[src/rtl/assert_macros.svh]
// Assertion helpers included by the top-level RTL file.
`ifndef ASSERT_MACROS_SVH
`define ASSERT_MACROS_SVH

`ifndef SYNTH

// Checks a property on every rising edge of clock outside reset.
`define ASSERT_AT(label, prop) \
   label: assert property (@(posedge clock) disable iff (reset) prop) \
      else $error("assertion failed");

// Checks that an expression never holds.
`define ASSERT_NEVER(label, expr) \
   `ASSERT_AT(label, !(expr))

`else

`define ASSERT_AT(label, prop)
`define ASSERT_NEVER(label, expr)

`endif

`endif

[src/rtl/chfa_pkg.sv]
package chfa_pkg;

   localparam int AXIS_W   = 16;
   localparam int VEC_W    = 27;
   localparam int ANG_W    = 27;
   localparam int HEAD_W   = 15;
   localparam int ATAN_LEN = 24;

   // Angles are held in degrees times 65536.
   localparam logic signed [ANG_W-1:0] HALF_TURN  = 27'sd11796480;
   localparam logic signed [ANG_W-1:0] FULL_TURN  = 27'sd23592960;
   localparam logic signed [ANG_W-1:0] ROUND_HALF = 27'sd512;
   localparam logic [HEAD_W-1:0]       HEADING_FULL = 15'd23040;

   typedef struct packed {
      logic signed [AXIS_W-1:0] x_axis;
      logic signed [AXIS_W-1:0] y_axis;
   } req_type;

   typedef struct packed {
      logic [HEAD_W-1:0] heading;
      logic              zero_field;
   } rsp_type;

   typedef struct packed {
      logic signed [VEC_W-1:0] x;
      logic signed [VEC_W-1:0] y;
      logic signed [ANG_W-1:0] z;
      logic                    zero;
   } stage_type;

   // atan(2^-i) in degrees times 65536, rounded to nearest.
   function automatic logic signed [ANG_W-1:0] atan_deg(input int idx);
      logic signed [ANG_W-1:0] a;
      case (idx)
         0: begin a = 27'sd2949120; end
         1: begin a = 27'sd1740967; end
         2: begin a = 27'sd919879; end
         3: begin a = 27'sd466945; end
         4: begin a = 27'sd234379; end
         5: begin a = 27'sd117304; end
         6: begin a = 27'sd58666; end
         7: begin a = 27'sd29335; end
         8: begin a = 27'sd14668; end
         9: begin a = 27'sd7334; end
         10: begin a = 27'sd3667; end
         11: begin a = 27'sd1833; end
         12: begin a = 27'sd917; end
         13: begin a = 27'sd458; end
         14: begin a = 27'sd229; end
         15: begin a = 27'sd115; end
         16: begin a = 27'sd57; end
         17: begin a = 27'sd29; end
         18: begin a = 27'sd14; end
         19: begin a = 27'sd7; end
         20: begin a = 27'sd4; end
         21: begin a = 27'sd2; end
         22: begin a = 27'sd1; end
         default: begin a = '0; end
      endcase
      return a;
   endfunction

endpackage

[src/rtl/compass_heading_from_axes_top.sv]
// Compass heading from the X and Y magnetometer axes: each word gives the
// heading atan2(Y, X) in degrees times 64, 0 to 23039, with zero_field set
// and heading 0 when both axes are zero. The angle comes from an unrolled
// vectoring CORDIC with one register stage per iteration, behind a stage
// that folds the vector into the right half plane and ahead of a stage that
// wraps and rounds the angle. A word enters every cycle unless rsp_ready
// holds the pipeline back. An idle stage takes a new word even while the
// result register waits on rsp_ready, so bubbles close up during a stall.
`include "assert_macros.svh"

module compass_heading_from_axes_top #(
   parameter int CORDIC_STEPS = 16
) (
   input  logic              clock,
   input  logic              reset,
   input  logic              req_valid,
   output logic              req_ready,
   input  chfa_pkg::req_type req_data,
   output logic              rsp_valid,
   input  logic              rsp_ready,
   output chfa_pkg::rsp_type rsp_data
);
   import chfa_pkg::*;

   localparam int STEPS = (CORDIC_STEPS > ATAN_LEN) ? ATAN_LEN : CORDIC_STEPS;

   stage_type        stg_ff [0:STEPS];
   stage_type        stg_in [0:STEPS];
   logic [STEPS:0]   vld_ff;
   logic [STEPS:0]   adv;
   logic             out_vld_ff;
   logic             out_adv;
   rsp_type          rsp_ff;
   rsp_type          rsp_in;

   logic signed [VEC_W-1:0] pre_x;
   logic signed [VEC_W-1:0] pre_y;

   // Fold a left-half-plane vector by 180 degrees.
   always_comb begin
      pre_x = {{(VEC_W-AXIS_W-8){req_data.x_axis[AXIS_W-1]}}, req_data.x_axis, 8'b0};
      pre_y = {{(VEC_W-AXIS_W-8){req_data.y_axis[AXIS_W-1]}}, req_data.y_axis, 8'b0};
      stg_in[0].zero = (req_data.x_axis == '0) && (req_data.y_axis == '0);
      if (pre_x < 0) begin
         stg_in[0].x = -pre_x;
         stg_in[0].y = -pre_y;
         stg_in[0].z = HALF_TURN;
      end else begin
         stg_in[0].x = pre_x;
         stg_in[0].y = pre_y;
         stg_in[0].z = '0;
      end
   end

   assign out_adv   = !out_vld_ff || rsp_ready;
   assign req_ready = adv[0];

   genvar k;
   generate
      for (k = 1; k <= STEPS; k++) begin : g_cordic
         logic signed [VEC_W-1:0] cur_x;
         logic signed [VEC_W-1:0] cur_y;
         logic signed [VEC_W-1:0] dx;
         logic signed [VEC_W-1:0] dy;

         always_comb begin
            cur_x = stg_ff[k-1].x;
            cur_y = stg_ff[k-1].y;
            dx = cur_y >>> (k-1);
            dy = cur_x >>> (k-1);
            stg_in[k].zero = stg_ff[k-1].zero;
            if (cur_y >= 0) begin
               stg_in[k].x = cur_x + dx;
               stg_in[k].y = cur_y - dy;
               stg_in[k].z = stg_ff[k-1].z + atan_deg(k-1);
            end else begin
               stg_in[k].x = cur_x - dx;
               stg_in[k].y = cur_y + dy;
               stg_in[k].z = stg_ff[k-1].z - atan_deg(k-1);
            end
         end
      end

      for (k = 0; k <= STEPS; k++) begin : g_stage
         // A stage moves when it is empty or its successor moves.
         if (k == STEPS) begin : g_last
            assign adv[k] = !vld_ff[k] || out_adv;
         end else begin : g_mid
            assign adv[k] = !vld_ff[k] || adv[k+1];
         end

         always_ff @(posedge clock) begin
            if (reset) begin
               vld_ff[k] <= 1'b0;
            end else if (adv[k]) begin
               vld_ff[k] <= (k == 0) ? req_valid : vld_ff[(k == 0) ? 0 : k-1];
            end
         end

         always_ff @(posedge clock) begin
            if (adv[k]) begin
               stg_ff[k] <= stg_in[k];
            end
         end
      end
   endgenerate

   logic signed [ANG_W-1:0] z_rnd;
   logic [HEAD_W-1:0]       h_raw;

   // Wrap into [0, 360) and round to 6 fractional bits with one add, then fold a rounded 360 back to 0.
   always_comb begin
      z_rnd = stg_ff[STEPS].z +
              ((stg_ff[STEPS].z < 0) ? FULL_TURN + ROUND_HALF : ROUND_HALF);
      h_raw = z_rnd[HEAD_W+9:10];
      if (stg_ff[STEPS].zero) begin
         rsp_in.heading = '0;
      end else if (h_raw >= HEADING_FULL) begin
         rsp_in.heading = h_raw - HEADING_FULL;
      end else begin
         rsp_in.heading = h_raw;
      end
      rsp_in.zero_field = stg_ff[STEPS].zero;
   end

   always_ff @(posedge clock) begin
      if (reset) begin
         out_vld_ff <= 1'b0;
      end else if (out_adv) begin
         out_vld_ff <= vld_ff[STEPS];
      end
   end

   always_ff @(posedge clock) begin
      if (out_adv) begin
         rsp_ff <= rsp_in;
      end
   end

   assign rsp_valid = out_vld_ff;
   assign rsp_data  = rsp_ff;

   `ASSERT_AT(a_accept_lands, req_valid && req_ready |=> vld_ff[0])
   `ASSERT_AT(a_empty_ready, (vld_ff == '0) && !out_vld_ff |-> req_ready)
   `ASSERT_NEVER(a_heading_range, rsp_valid && (rsp_data.heading >= HEADING_FULL))
   `ASSERT_NEVER(a_zero_heading, rsp_valid && rsp_data.zero_field && (rsp_data.heading != '0))

endmodule

[config.mk]
export PLATFORM = sky130hd
export DESIGN_NAME = compass_heading_from_axes_top
export DESIGN_NICKNAME = d
export VERILOG_FILES = /design/src/rtl/chfa_pkg.sv /design/src/rtl/compass_heading_from_axes_top.sv
export VERILOG_INCLUDE_DIRS = /design/src /design/src/rtl
export SDC_FILE = /design/constraint.sdc
export NUM_CORES = 2
export LEC_CHECK = 0
export BUFFER_PORTS_ARGS = -buffer_cell sky130_fd_sc_hd__buf_2
export CORE_ASPECT_RATIO = 0.6
export CORE_UTILIZATION = 29
export CTS_CLUSTER_DIAMETER = 100
export DETAILED_ROUTE_END_ITERATION = 7
export SKIP_CTS_REPAIR_TIMING = 1
export SLEW_MARGIN = 10
export SYNTH_ARGS = -nofsm -noshare
export SYNTH_HDL_FRONTEND = slang
export SYNTH_SLANG_ARGS = --single-unit
[constraint.sdc]
create_clock -name clock -period 8.94 [get_ports clock]
set_clock_uncertainty 0.2 [all_clocks]
set_input_delay 1.788 -clock clock [delete_from_list [all_inputs] [get_ports clock]]
set_output_delay 1.788 -clock clock [all_outputs]
set_load 0.01 [all_outputs]
# Word-level counts from Yosys, hierarchy flattened
# Memories as Yosys holds them, arrays and structs flattened.
# Index checks and enable logic that the tools add are counted.
[totals]
ff_bits = 34
mem_bits_rw = 1394
mem_count = 1
[classes]
n_addsub = 99
magnitude_cmp = 19
muxes = 53
n_reduce_logical = 39
[mem_list]
columns = ["name", "depth", "width", "rd", "rd_ports_with_merged_regs", "write_ports", "line_no", "rtl"]
rows = [
  ["stg_ff", 17, 82, 17, 0, 17, "compass_heading_from_axes_top.sv:27", "stage_type stg_ff [0:STEPS];"],
]
[ops]
columns = ["cell", "n"]
rows = [
  ["81-bit 2-to-1 mux", 17],
  ["27-bit by 1-bit >= comparator with 1-bit output (second input constant)", 16],
  ["27-bit by 12-bit adder with 27-bit output", 2],
  ["27-bit by 13-bit adder with 27-bit output", 2],
  ["27-bit by 14-bit adder with 27-bit output", 2],
  ["27-bit by 15-bit adder with 27-bit output", 2],
  ["27-bit by 16-bit adder with 27-bit output", 2],
  ["27-bit by 17-bit adder with 27-bit output", 2],
  ["27-bit by 18-bit adder with 27-bit output", 2],
  ["27-bit by 19-bit adder with 27-bit output", 2],
  ["27-bit by 20-bit adder with 27-bit output", 2],
  ["27-bit by 21-bit adder with 27-bit output", 2],
  ["27-bit by 22-bit adder with 27-bit output", 2],
  ["27-bit by 23-bit adder with 27-bit output", 2],
  ["27-bit by 24-bit adder with 27-bit output", 2],
  ["27-bit by 25-bit adder with 27-bit output", 2],
  ["27-bit by 26-bit adder with 27-bit output", 2],
  ["24-bit negation with 27-bit output", 2],
  ["27-bit by 12-bit subtractor with 27-bit output", 2],
  ["27-bit by 13-bit subtractor with 27-bit output", 2],
  ["27-bit by 14-bit subtractor with 27-bit output", 2],
  ["27-bit by 15-bit subtractor with 27-bit output", 2],
  ["27-bit by 16-bit subtractor with 27-bit output", 2],
  ["27-bit by 17-bit subtractor with 27-bit output", 2],
  ["55 further kinds", 133],
]

# Depth between registers and ports, before layout
[logic_depth]
word_depth = 21
depth_mapped = 20
mapped_depth_nobuf = 20

# Worst setup path after synthesis
# Ideal clock, no wire load.
[synth_timing]
kind = "input-to-output"
startpoint = "input port rsp_ready"
endpoint = "output port req_ready"
t_arrival_ns = 4.624
path_slack_ns = 2.328
path_stages = 9
cell_sequence = "and3b_1 > and4_1 > and2_1 > and3_1 > and3_1 > and3_1 > and2_0 > and4_1 > nand3_1"
[synth_via]
elab_chain_len = 18
[synth_rtl]
columns = ["element", "line_no", "rtl"]
rows = [
  ["start: declaration", "compass_heading_from_axes_top.sv:20", "input logic rsp_ready,"],
  ["1-bit logical OR", "compass_heading_from_axes_top.sv:55", "assign out_adv = !out_vld_ff || rsp_ready;"],
  ["1-bit logical OR", "compass_heading_from_axes_top.sv:87", "assign adv[k] = !vld_ff[k] || out_adv;"],
  ["1-bit logical OR (16 in series)", "compass_heading_from_axes_top.sv:89", "assign adv[k] = !vld_ff[k] || adv[k+1];"],
  ["end: declaration", "compass_heading_from_axes_top.sv:17", "output logic req_ready,"],
]
# No other way between the ends.

# Worst setup path after layout
# Same ends and word-level chain as after synthesis.

==> impl_metrics.env <==
export IMPL_crit_type="primary input to output pin"
export IMPL_core_area_mm2=0.318
export IMPL_max_slew_margin_rel=0.125
export IMPL_path_max_fanout=6
export IMPL_fp_dieArea_mm2=0.322
export IMPL_drtAntennaViolNets=0
export IMPL_synth_cell_types=97
export IMPL_crit_path_cell_trace="buf_2 > and3b_1 > and4_1 > and2_1 > and3_1 > and3_1 > and3_1 > and2_0 > and4_1 > nand3_2 > buf_2"
export IMPL_cts_sinks=1159
export IMPL_pin_count=54
export IMPL_hold_viol=0
export IMPL_async_flop_share=0
export IMPL_drt_iter0_drc=6875
export IMPL_die_w_um=732
export IMPL_dpl_hpwl_um=182000
export IMPL_grt_antenna_before_repair=8
export IMPL_drc=0
export IMPL_finalCriticalPeriod_ns=7.51
export IMPL_worstPathRequired_ns=6.95
export IMPL_cts_inserted_buffers=111
export IMPL_finalCritPeriodShare=0.840
export IMPL_cts_path_max_buffers=3
export IMPL_tightest_slew_ns=1.30
export IMPL_status="complete, no violations"
export IMPL_ys_seq_area_frac=0.373
export IMPL_ys_ff_latch=1159
export IMPL_synth_top_area_frac=0.369
export IMPL_fin_nets=10700
export IMPL_rsz0062_at_grt="no"
export IMPL_dr_pass1_iters=8
export IMPL_syn_inst=9416
export IMPL_io_buffers=53
export IMPL_hold_path_class="flop to flop"
export IMPL_area_growth_pct=10.2
export IMPL_yosysTopAreaCell="edfxtp_1"
export IMPL_cp_top_family="simple AND/OR/NAND/NOR gates"
export IMPL_grt_pass1_vias=62800
export IMPL_grt_pass1_wl_um=357000
export IMPL_cp_start_kind="primary input"
export IMPL_fillers=32400
export IMPL_stdcell_area_mm2=0.102
export IMPL_grt_util_all_layers=0.136
export IMPL_layout_drive_gt1_share=0.0433
export IMPL_ys_flop_type="edfxtp_1"
export IMPL_postPlaceCellArea_mm2=0.0985
export IMPL_yosysMostFrequentCell="edfxtp_1"
export IMPL_cts_tree="done"
export IMPL_finalSetupTns_ns=0
export IMPL_vias=70100
export IMPL_clk_pin_slew_worst_paths_ns=0.07
export IMPL_crit_buf_inv=2
export IMPL_viasPerCell=5.05
export IMPL_route_final_wire_length_um=228000
export IMPL_setup_viol=0
export IMPL_fmax_ghz=0.133
export IMPL_wl_per_cell_um=16.4
export IMPL_clk_latency_ns=0.78
export IMPL_grt_start_max_net_pins=79
export IMPL_crit_slowest_cell="and2_0"
export IMPL_start_util=0.292
export IMPL_end_kind="output pin"
export IMPL_synth_edf_count=1141
export IMPL_synth_area_mm2=0.0928
export IMPL_die_h_um=440
export IMPL_synth_top_cells_by_count="1141 x edfxtp_1, 1099 x ha_1, 892 x xnor2_1, 772 x nor2_1, 763 x a21oi_1"
export IMPL_gp_congestion=0.879
export IMPL_cp_data_arrival_time_ns=5.52
export IMPL_synthTopCellsByArea="edfxtp_1 37%, ha_1 15%, xnor2_1 8.4%"
export IMPL_cts_root_buffer="clkbuf_16"
export IMPL_crit_top_cell="and3_1"
export IMPL_ys_warn_count=0
export IMPL_avgSynthCellArea_um2=9.86
export IMPL_maxSlewViolCount=0
export IMPL_htree_num_levels=3
export IMPL_grt_overflow=0
export IMPL_drv_cap=0
export IMPL_std_cell_rows=160
export IMPL_critPathMaxStageDelay_ns=0.50
-- stage by stage --
stage	setup WS, ns	utilization	hold slack, ns	std cells
floorplan	2.33	-	0.200	9496
global placement	1.46	0.310	0.204	13700
detailed placement	1.44	0.310	0.205	13700
CTS	1.42	0.322	0.185	13900
global route	1.23	0.322	0.216	13900
finish	1.43	0.322	0.180	13900
-- routing by layer --
layer,wire length [um],vias to the layer above,global-route usage
li1,-,35400,-
met1,127000,32700,0.230
met2,76800,1876,0.165
met3,20800,192,0.0352
met4,2810,2,0.0182
met5,7,-,0
-- flip-flops by register name (all words and copies together), names as in the netlist --
| name | count |
|---|---|
| vld_ff | 17 |
| rsp_valid | 1 |
| rsp_data | 16 |
| stg_ff | 1125 |
-- final timing paths --
| path | endpoint | startpoint | depth (start not counted) | slack [ns] |
|---|---|---|---|---|
| setup reg to reg | stg_ff[0][1037] | stg_ff[0][977] | 14 | 3.34 |
| setup / recovery | req_ready | rsp_ready | 11 | 1.43 |
| hold / removal | stg_ff[0][738] | stg_ff[0][656] | 0 | 0.18 |
| hold reg to reg | stg_ff[0][738] | stg_ff[0][656] | 0 | 0.18 |
-- kinds of logic after synthesis --
kind of cell / share of synthesized area
and+or+nand+nor: 0.133
adders and majority gates: 0.155
DFF: 0.373
xor gates and xnor gates: 0.126
buffers and inverters: 0.0214
muxes: 0.00398
AOI/OAI and AO/OA: 0.187
other: 0.0000404
-- layout make-up --
cell class                 count  area [um^2]  area share
multi-input combinational   7811        56600       0.553
timing repair buffer          90          543     0.00531
sequential                  1159        34600       0.339
inverter                     408         1530      0.0150
antenna                        2         5.00   0.0000489
clock buffer                 128         2850      0.0279
tap                         4212         5270      0.0515
clock inverter                77          906     0.00886
-- layout by cell type (no fill, tap or decap), types with 157 or more instances in the layout --
cell | Yosys | routed
o21a_1 | 158 | 158
nand3_1 | 184 | 182
o31ai_1 | 157 | 157
inv_1 | 405 | 398
ha_1 | 1099 | 1099
nor3_1 | 207 | 207
nand2_1 | 566 | 560
edfxtp_1 | 1141 | 1141
a21o_1 | 338 | 338
a21oi_1 | 763 | 763
o21ai_0 | 510 | 510
xor2_1 | 442 | 442
nor2_1 | 772 | 772
xnor2_1 | 892 | 892
Power is left out: the tool's default activity adds up to more than one toggle a clock period on the data nets, which glitch-free logic cannot reach.
